**src/sdoc_pkg.sv**
```systemverilog
`default_nettype none
// ----------------------------------------------------------------------------
// sdoc_pkg: shared types and constants for the SDO expedited client
// Holds the command and result codes, the protocol constants and the
// item structures passed between the client's modules.
// ----------------------------------------------------------------------------
package sdoc_pkg;

	// command codes of an input item
	typedef enum logic [1:0] {
		CMD_START_WRITE = 2'd0,
		CMD_START_READ  = 2'd1,
		CMD_RX_FRAME    = 2'd2,
		CMD_TICK        = 2'd3
	} cmd_t;

	// kinds of a result item
	typedef enum logic [1:0] {
		KIND_TX_REQUEST = 2'd0,
		KIND_DONE       = 2'd1,
		KIND_FAILED     = 2'd2
	} kind_t;

	// configuration register indexes
	localparam logic REG_TIMEOUT_TICKS = 1'b0;
	localparam logic REG_WRITE_TRIES   = 1'b1;

	localparam logic [7:0] TIMEOUT_TICKS_RESET = 8'd5;
	localparam logic [2:0] WRITE_TRIES_RESET   = 3'd3;

	// COB-ID bases
	localparam logic [10:0] SDO_TX_BASE = 11'h600;
	localparam logic [10:0] SDO_RX_BASE = 11'h580;

	// SDO command specifier bytes
	localparam logic [7:0] CS_WRITE4 = 8'h23;
	localparam logic [7:0] CS_WRITE3 = 8'h27;
	localparam logic [7:0] CS_WRITE2 = 8'h2b;
	localparam logic [7:0] CS_WRITE1 = 8'h2f;
	localparam logic [7:0] CS_READ   = 8'h40;

	localparam logic [7:0] TICK_MAX = 8'd255;

	localparam int IN_DATA_W  = 128;
	localparam int OUT_DATA_W = 112;

	typedef struct packed {
		logic [7:0] timeout_ticks;
		logic [2:0] write_tries;
	} cfg_t;

	typedef struct packed {
		cmd_t        command;
		logic [6:0]  node_id;
		logic [15:0] obj_index;
		logic [7:0]  obj_subindex;
		logic [2:0]  data_len;
		logic [31:0] write_value;
		logic [10:0] rx_cob_id;
		logic [15:0] rx_index;
		logic [31:0] rx_value;
	} in_item_t;

	typedef struct packed {
		kind_t       out_kind;
		logic [10:0] tx_cob_id;
		logic [7:0]  tx_command_byte;
		logic [15:0] tx_index;
		logic [7:0]  tx_subindex;
		logic [31:0] tx_data;
		logic [31:0] answer_value;
	} out_item_t;

endpackage : sdoc_pkg
`default_nettype wire

```
**src/sdo_expedited_client.sv**
```systemverilog
`default_nettype none
// ----------------------------------------------------------------------------
// sdo_expedited_client: CANopen SDO expedited client
// Issues expedited SDO write and read requests, matches replies, and
// handles timeouts with resends for writes.
//
// channel   direction  handshake                 payload
// s_*       in         s_tvalid / s_tready       s_tdata, s_tuser = command
// m_*       out        m_tvalid / m_tready       m_tdata, m_tuser = out_kind
// apb       in         psel & penable & pwrite   paddr, pwdata, prdata
//
// One item per cycle sustained while the result is not stalled; each item
// passes the input register, then decision logic into the result register.
// Reset clears the transaction state and the valid flags of both registers;
// the configuration registers return to 5 ticks and 3 write tries.
// A stalled result holds the input register, and s_tready drops only then.
// ----------------------------------------------------------------------------
module sdo_expedited_client
	import sdoc_pkg::*;
(
	input  wire logic                  clk,
	input  wire logic                  arst_n,
	// configuration port
	input  wire logic                  psel,
	input  wire logic                  penable,
	input  wire logic                  pwrite,
	input  wire logic [2:0]            paddr,
	input  wire logic [31:0]           pwdata,
	output logic      [31:0]           prdata,
	output logic                       pready,
	// request stream in
	input  wire logic                  s_tvalid,
	output logic                       s_tready,
	// node_id[6:0], obj_index[22:7], obj_subindex[30:23], data_len[33:31],
	// write_value[65:34], rx_cob_id[76:66], rx_index[92:77], rx_value[124:93]
	input  wire logic [IN_DATA_W-1:0]  s_tdata,
	// command[1:0]
	input  wire logic [1:0]            s_tuser,
	// result stream out
	output logic                       m_tvalid,
	input  wire logic                  m_tready,
	// tx_cob_id[10:0], tx_command_byte[18:11], tx_index[34:19],
	// tx_subindex[42:35], tx_data[74:43], answer_value[106:75]
	output logic      [OUT_DATA_W-1:0] m_tdata,
	// out_kind[1:0]
	output logic      [1:0]            m_tuser
);

	cfg_t      cfg;
	in_item_t  item_in;
	in_item_t  item_s1;
	logic      valid_s1;
	logic      step;
	logic      res_valid;
	out_item_t res;
	out_item_t res_s2;
	logic      valid_s2;

	sdoc_regs u_regs (
		.clk     (clk),
		.arst_n  (arst_n),
		.psel    (psel),
		.penable (penable),
		.pwrite  (pwrite),
		.paddr   (paddr),
		.pwdata  (pwdata),
		.prdata  (prdata),
		.pready  (pready),
		.cfg     (cfg)
	);

	// unpack the incoming request
	assign item_in.command      = cmd_t'(s_tuser);
	assign item_in.node_id      = s_tdata[6:0];
	assign item_in.obj_index    = s_tdata[22:7];
	assign item_in.obj_subindex = s_tdata[30:23];
	assign item_in.data_len     = s_tdata[33:31];
	assign item_in.write_value  = s_tdata[65:34];
	assign item_in.rx_cob_id    = s_tdata[76:66];
	assign item_in.rx_index     = s_tdata[92:77];
	assign item_in.rx_value     = s_tdata[124:93];

	// the held item moves on when the result register can take its result
	assign step     = valid_s1 & (~valid_s2 | m_tready);
	assign s_tready = ~valid_s1 | step;

	// input register
	always_ff @(posedge clk or negedge arst_n) begin
		if (!arst_n) begin
			valid_s1 <= 1'b0;
		end else if (s_tready) begin
			valid_s1 <= s_tvalid;
		end
	end

	always_ff @(posedge clk) begin
		if (s_tready && s_tvalid) begin
			item_s1 <= item_in;
		end
	end

	sdoc_core u_core (
		.clk       (clk),
		.arst_n    (arst_n),
		.step      (step),
		.item      (item_s1),
		.cfg       (cfg),
		.res_valid (res_valid),
		.res       (res)
	);

	// result register
	always_ff @(posedge clk or negedge arst_n) begin
		if (!arst_n) begin
			valid_s2 <= 1'b0;
		end else if (~valid_s2 | m_tready) begin
			valid_s2 <= step & res_valid;
		end
	end

	always_ff @(posedge clk) begin
		if (step && res_valid) begin
			res_s2 <= res;
		end
	end

	// pack the outgoing result
	assign m_tvalid = valid_s2;
	assign m_tuser  = res_s2.out_kind;
	assign m_tdata  = {5'd0, res_s2.answer_value, res_s2.tx_data, res_s2.tx_subindex,
		res_s2.tx_index, res_s2.tx_command_byte, res_s2.tx_cob_id};

endmodule : sdo_expedited_client
`default_nettype wire

```
**src/sdoc_regs.sv**
```systemverilog
`default_nettype none
// ----------------------------------------------------------------------------
// sdoc_regs: configuration registers
// APB-style port with the timeout and write try registers; zero wait states.
// ----------------------------------------------------------------------------
module sdoc_regs
	import sdoc_pkg::*;
(
	input  wire logic        clk,
	input  wire logic        arst_n,
	input  wire logic        psel,
	input  wire logic        penable,
	input  wire logic        pwrite,
	input  wire logic [2:0]  paddr,
	input  wire logic [31:0] pwdata,
	output logic      [31:0] prdata,
	output logic             pready,
	output cfg_t             cfg
);

	logic [7:0] timeout_ticks_q;
	logic [2:0] write_tries_q;
	logic       wr_en;
	logic       addr_ok;

	assign pready  = 1'b1;
	assign addr_ok = (paddr[1:0] == 2'b00);
	assign wr_en   = psel & penable & pwrite & pready & addr_ok;

	// register writes
	always_ff @(posedge clk or negedge arst_n) begin
		if (!arst_n) begin
			timeout_ticks_q <= TIMEOUT_TICKS_RESET;
			write_tries_q   <= WRITE_TRIES_RESET;
		end else if (wr_en) begin
			unique case (paddr[2])
				REG_TIMEOUT_TICKS: timeout_ticks_q <= pwdata[7:0];
				REG_WRITE_TRIES:   write_tries_q   <= pwdata[2:0];
				default:           ;
			endcase
		end
	end

	// read back
	always_comb begin
		prdata = '0;
		if (addr_ok) begin
			unique case (paddr[2])
				REG_TIMEOUT_TICKS: prdata = {24'd0, timeout_ticks_q};
				REG_WRITE_TRIES:   prdata = {29'd0, write_tries_q};
				default:           prdata = '0;
			endcase
		end
	end

	assign cfg.timeout_ticks = timeout_ticks_q;
	assign cfg.write_tries   = write_tries_q;

endmodule : sdoc_regs
`default_nettype wire

```
**src/sdoc_core.sv**
```systemverilog
`default_nettype none
// ----------------------------------------------------------------------------
// sdoc_core: transaction state and per-item decision logic
// Holds the transaction registers and works out, for one registered item,
// the next state and the result it gives, if any.
// ----------------------------------------------------------------------------
module sdoc_core
	import sdoc_pkg::*;
(
	input  wire logic clk,
	input  wire logic arst_n,
	input  wire logic step,
	input  in_item_t  item,
	input  cfg_t      cfg,
	output logic      res_valid,
	output out_item_t res
);

	logic        busy_q,        busy_d;
	logic        is_write_q,    is_write_d;
	logic [6:0]  node_q,        node_d;
	logic [15:0] index_q,       index_d;
	logic [7:0]  subindex_q,    subindex_d;
	logic [7:0]  cmd_byte_q,    cmd_byte_d;
	logic [31:0] value_q,       value_d;
	logic [7:0]  tick_count_q,  tick_count_d;
	logic [2:0]  tries_left_q,  tries_left_d;

	logic        rx_match;
	logic        emit_req;
	logic [7:0]  tick_inc;
	logic [7:0]  len_byte;

	// request frame from the (next) held transaction
	function automatic out_item_t build_request(
		input logic [6:0]  node,
		input logic [7:0]  cmd_byte,
		input logic [15:0] idx,
		input logic [7:0]  sub,
		input logic        wr,
		input logic [31:0] value
	);
		out_item_t r;
		r                 = '0;
		r.out_kind        = KIND_TX_REQUEST;
		r.tx_cob_id       = SDO_TX_BASE + {4'd0, node};
		r.tx_command_byte = cmd_byte;
		r.tx_index        = idx;
		r.tx_subindex     = sub;
		r.tx_data         = wr ? value : 32'd0;
		return r;
	endfunction

	assign rx_match = (item.rx_cob_id == (SDO_RX_BASE + {4'd0, node_q}))
		&& (item.rx_index == index_q);
	assign tick_inc = (tick_count_q < TICK_MAX) ? (tick_count_q + 8'd1) : tick_count_q;

	// command byte by write length
	always_comb begin
		unique case (item.data_len)
			3'd4:    len_byte = CS_WRITE4;
			3'd3:    len_byte = CS_WRITE3;
			3'd2:    len_byte = CS_WRITE2;
			default: len_byte = CS_WRITE1;
		endcase
	end

	// next state
	always_comb begin
		busy_d       = busy_q;
		is_write_d   = is_write_q;
		node_d       = node_q;
		index_d      = index_q;
		subindex_d   = subindex_q;
		cmd_byte_d   = cmd_byte_q;
		value_d      = value_q;
		tick_count_d = tick_count_q;
		tries_left_d = tries_left_q;
		emit_req     = 1'b0;
		res_valid    = 1'b0;
		res          = '0;
		unique case (item.command)
			CMD_START_WRITE, CMD_START_READ: begin
				node_d       = item.node_id;
				index_d      = item.obj_index;
				subindex_d   = item.obj_subindex;
				tick_count_d = '0;
				busy_d       = 1'b1;
				emit_req     = 1'b1;
				if (item.command == CMD_START_WRITE) begin
					is_write_d   = 1'b1;
					value_d      = item.write_value;
					cmd_byte_d   = len_byte;
					tries_left_d = (cfg.write_tries == 3'd0) ? 3'd0
						: (cfg.write_tries - 3'd1);
				end else begin
					is_write_d   = 1'b0;
					value_d      = '0;
					cmd_byte_d   = CS_READ;
					tries_left_d = '0;
				end
			end
			CMD_RX_FRAME: begin
				if (busy_q && rx_match) begin
					busy_d           = 1'b0;
					res_valid        = 1'b1;
					res.out_kind     = KIND_DONE;
					res.answer_value = item.rx_value;
				end
			end
			CMD_TICK: begin
				if (busy_q) begin
					tick_count_d = tick_inc;
					if (tick_inc >= cfg.timeout_ticks) begin
						if (tries_left_q != 3'd0) begin
							tries_left_d = tries_left_q - 3'd1;
							tick_count_d = '0;
							emit_req     = 1'b1;
						end else begin
							busy_d       = 1'b0;
							res_valid    = 1'b1;
							res.out_kind = KIND_FAILED;
						end
					end
				end
			end
			default: ;
		endcase
		if (emit_req) begin
			res_valid = 1'b1;
			res = build_request(node_d, cmd_byte_d, index_d, subindex_d,
				is_write_d, value_d);
		end
	end

	// control state
	always_ff @(posedge clk or negedge arst_n) begin
		if (!arst_n) begin
			busy_q       <= 1'b0;
			is_write_q   <= 1'b0;
			tick_count_q <= '0;
			tries_left_q <= '0;
			node_q       <= '0;
			index_q      <= '0;
			subindex_q   <= '0;
			cmd_byte_q   <= '0;
			value_q      <= '0;
		end else if (step) begin
			busy_q       <= busy_d;
			is_write_q   <= is_write_d;
			tick_count_q <= tick_count_d;
			tries_left_q <= tries_left_d;
			node_q       <= node_d;
			index_q      <= index_d;
			subindex_q   <= subindex_d;
			cmd_byte_q   <= cmd_byte_d;
			value_q      <= value_d;
		end
	end

endmodule : sdoc_core
`default_nettype wire
```
**config.mk**
```make
export PLATFORM = sky130hd
export DESIGN_NAME = sdo_expedited_client
export DESIGN_NICKNAME = d
export VERILOG_FILES = /design/src/sdoc_pkg.sv /design/src/sdo_expedited_client.sv /design/src/sdoc_regs.sv /design/src/sdoc_core.sv
export SDC_FILE = /design/constraint.sdc
export NUM_CORES = 1
export LEC_CHECK = 0
export BUFFER_PORTS_ARGS = -buffer_cell sky130_fd_sc_hd__buf_2
export CORE_MARGIN = 3
export CORE_UTILIZATION = 30
export DETAILED_ROUTE_END_ITERATION = 8
export GPL_TIMING_DRIVEN = 0
export PLACE_DENSITY_LB_ADDON = 0.2
export SKIP_CTS_REPAIR_TIMING = 1
export SYNTH_ARGS = -nofsm -noshare
export SYNTH_HDL_FRONTEND = slang
export SYNTH_HIERARCHICAL = 1
export SYNTH_SLANG_ARGS = --single-unit
```
**constraint.sdc**
```tcl
create_clock -name clk -period 8.6 [get_ports clk]
set_input_delay 0.86 -clock clk [delete_from_list [all_inputs] [get_ports clk]]
set_output_delay 0.86 -clock clk [all_outputs]
set_load 0.005 [all_outputs]
```
==> impl_metrics.yaml <==
power_and_ir_drop:
  p_per_area_nw_per_um2: 258
  ir_drop_uv: 125
  power_leakage_nw: 7.10
  power_mw: 4.34
clock_network:
  clock_sinks: 333
  cts_buffers: 40
  cts_max_level: 2
  clk_path_buf_depth: 3
  cts_tree: "yes"
  cts_root_buffer: "clkbuf_16"
  clkTransAtPathRegs_ns: 0.06
  clk_latency_ns: 0.56
critical_path:
  end_kind: "register"
  critPathMaxStageDelay_ns: 0.44
  criticalPathCategory: "reg -> reg"
  critPathLaunch: "u_core/tick_count_q[3]$_DFFE_PN0P_"
  slowest_stage: "or3b_1"
  critical_path.cell_chain: "clkbuf_1 > nand4_1 > nor2_1 > mux2_2 > ha_1 > a2111o_1 > a211oi_2 > o31a_1 > or3b_1 > nand2_1 > nor2b_4 > buf_12 > buf_16"
  crit_family: "simple AND/OR/NAND/NOR gates"
  reg2reg_to: "m_tdata[77]$_DFFE_PP_"
  r2r_slack_ns: 4.22
  rr_worst_depth: 13
  critPathBufInv: 3
  reg2reg_from: "u_core/tick_count_q[3]$_DFFE_PN0P_"
  path_depth: 13
  cp_max_fo: 23
  startpoint_type: "register"
  critPathCapture: "m_tdata[77]$_DFFE_PP_"
  cp.required_ns: 8.89
  cp_data_arrival_time_ns: 4.67
routing:
  dr.pass1.iters: 4
  wire_per_inst_um: 18.0
  wl_um: 34000
  drc: 0
  drt_iter0_drc: 454
  ant_nets: 0
  viasPerCell: 4.36
  vias: 8238
cells_and_area:
  layout_commonest_cell: "buf_2"
  final_cell_mix: "buf_2, edfxtp_1, nand2_1, dfrtp_1, a22o_1"
  num-fill-cells: 4171
  fin_util: 0.389
  syn2layout_area_growth_pct: 27.8
  design_area_um2: 16800
  layout-drive-gt1-share: 0.305
  nNetsFinal: 1454
logic_synthesis:
  ys_types: 57
  synth_ff_type: "edfxtp_1"
  ys_ff_latch: 333
  synthArstFlopShare: 0.291
  synth_edf_count: 236
  syn_area_um2: 13200
  synth-warning-count: 6
  syn_inst: 930
  synth_area_per_cell_um2: 14.2
  ys_seq_area_frac: 0.722
status:
  status: "complete, no violations"
run:
  max-cap-violations: 0
placement:
  post-dp-hpwl_um: 23700
  placed_cell_area_um2: 15500
  io_buffers: 262
  place_congestion: 0.757
timing:
  finalSetupViolCount: 0
  rsz0062_at_grt: "false"
  period_needed_ns: 4.38
  tightest_slew_ns: 0.923
  hold_viol: 0
  final_max_slew_viol_count: 0
  max_freq_mhz: 228
  fin_skew_ns: 0.0250
  fin_crit_sh: 0.509
  max-slew-margin-rel: 0.382
floorplan:
  die_w_um: 216
  rows: 76
  io_pins: 321
  core-area_um2: 43300
  dieArea_um2: 46500
  initial_core_util: 0.305
  die_h_um: 216
grt:
  overflow: 0
  grt_pass1_vias: 8315
  met3_usage: 0.0349
  grt_util_all_layers: 0.145
  grt_pass1_wl_um: 51400
  met2_usage: 0.233
  top_usage_layer: "met2"
  grt_max_degree: 70
  antenna_found_initial: 6
  globalRouteMet1Util: 0.197
hold_path:
  hp-class: "in -> async"
-- metal layers --
layer | share of wire | wire length [µm]
met5 | 0.00071 | 24
met3 | 0.063 | 2140
met1 | 0.45 | 15200
met2 | 0.47 | 15900
met4 | 0.020 | 679
-- power by group --
part	switching (mW)	internal [mW]
Clock	0.661	1.05
Combinational	0.315	0.231
Sequential	0.117	1.97
-- cell families (layout without fill, tap and decap cells) --
family          Yosys count  after routing  synth area share
compound gates          142            142            0.0781
xor+xnor                 28             28            0.0186
fa+ha+maj                13             13            0.0123
buf+inv                  94            437            0.0400
flops                   333            333             0.722
mux                      18             18            0.0173
other cells               4             35           0.00114
simple gates            298            298             0.110
-- cell usage after synthesis, drive strengths merged, types with 15 or more instances --
master | n | area (µm²)
o21ai | 47 | 235
xor2 | 26 | 228
nand2b | 36 | 225
and2 | 44 | 278
nand2 | 158 | 593
nor2 | 21 | 78.8
buf | 45 | 343
a22o | 64 | 561
clkbuf | 33 | 124
inv | 15 | 56.3
edfxtp | 236 | 7090
dfrtp | 93 | 2330
-- flip-flops by register name (all words and copies together) (netlist names), 8 cells and up --
signal / flops
item_s1: 127
m_tdata: 107
u_core/value_q: 32
u_core/index_q: 16
u_core/cmd_byte_q: 8
u_core/subindex_q: 8
u_core/tick_count_q: 8
u_regs/timeout_ticks_q: 8
-- worst min-delay path by stage --
stage	from	endpoint	slack, ns	cells after the start
floorplan	item_s1[102]$_DFFE_PP_	u_core/index_q[0]$_DFFE_PN0P_	0.44	2
global placement	item_s1[113]$_DFFE_PP_	u_core/index_q[11]$_DFFE_PN0P_	0.45	2
detailed placement	item_s1[110]$_DFFE_PP_	u_core/index_q[8]$_DFFE_PN0P_	0.46	2
CTS	arst_n	u_core/node_q[5]$_DFFE_PN0P_	0.17	1
global route	arst_n	u_core/node_q[5]$_DFFE_PN0P_	0.19	1
finish	arst_n	u_core/node_q[0]$_DFFE_PN0P_	0.20	1
-- per-stage QoR --
step / hold slack (ns) / cells / TNS [ns] / worst slack, ns
2_1_floorplan: 0.441 / 958 / 0 / 0.689
3_3_place_gp: 0.449 / 1805 / -389.43 / -3.59
3_5_place_dp: 0.457 / 1812 / 0 / 4.17
4_1_cts: 0.174 / 1886 / 0 / 4.15
5_1_grt: 0.193 / 1886 / 0 / 3.84
6_report: 0.198 / 1889 / 0 / 4.22
-- cell type report --
type / count / area, µm² / area share
tap: 585 / 732 / 0.0435
antenna: 3 / 7.51 / 0.000446
clock buffer: 58 / 1110 / 0.0659
timing repair buffer: 269 / 1490 / 0.0883
sequential: 333 / 9520 / 0.565
clock inverter: 16 / 214 / 0.0127
buffer: 78 / 467 / 0.0277
inverter: 16 / 60.1 / 0.00357
multi-input combinational: 531 / 3240 / 0.193
Note: power is estimated with default switching activity, not from simulation.
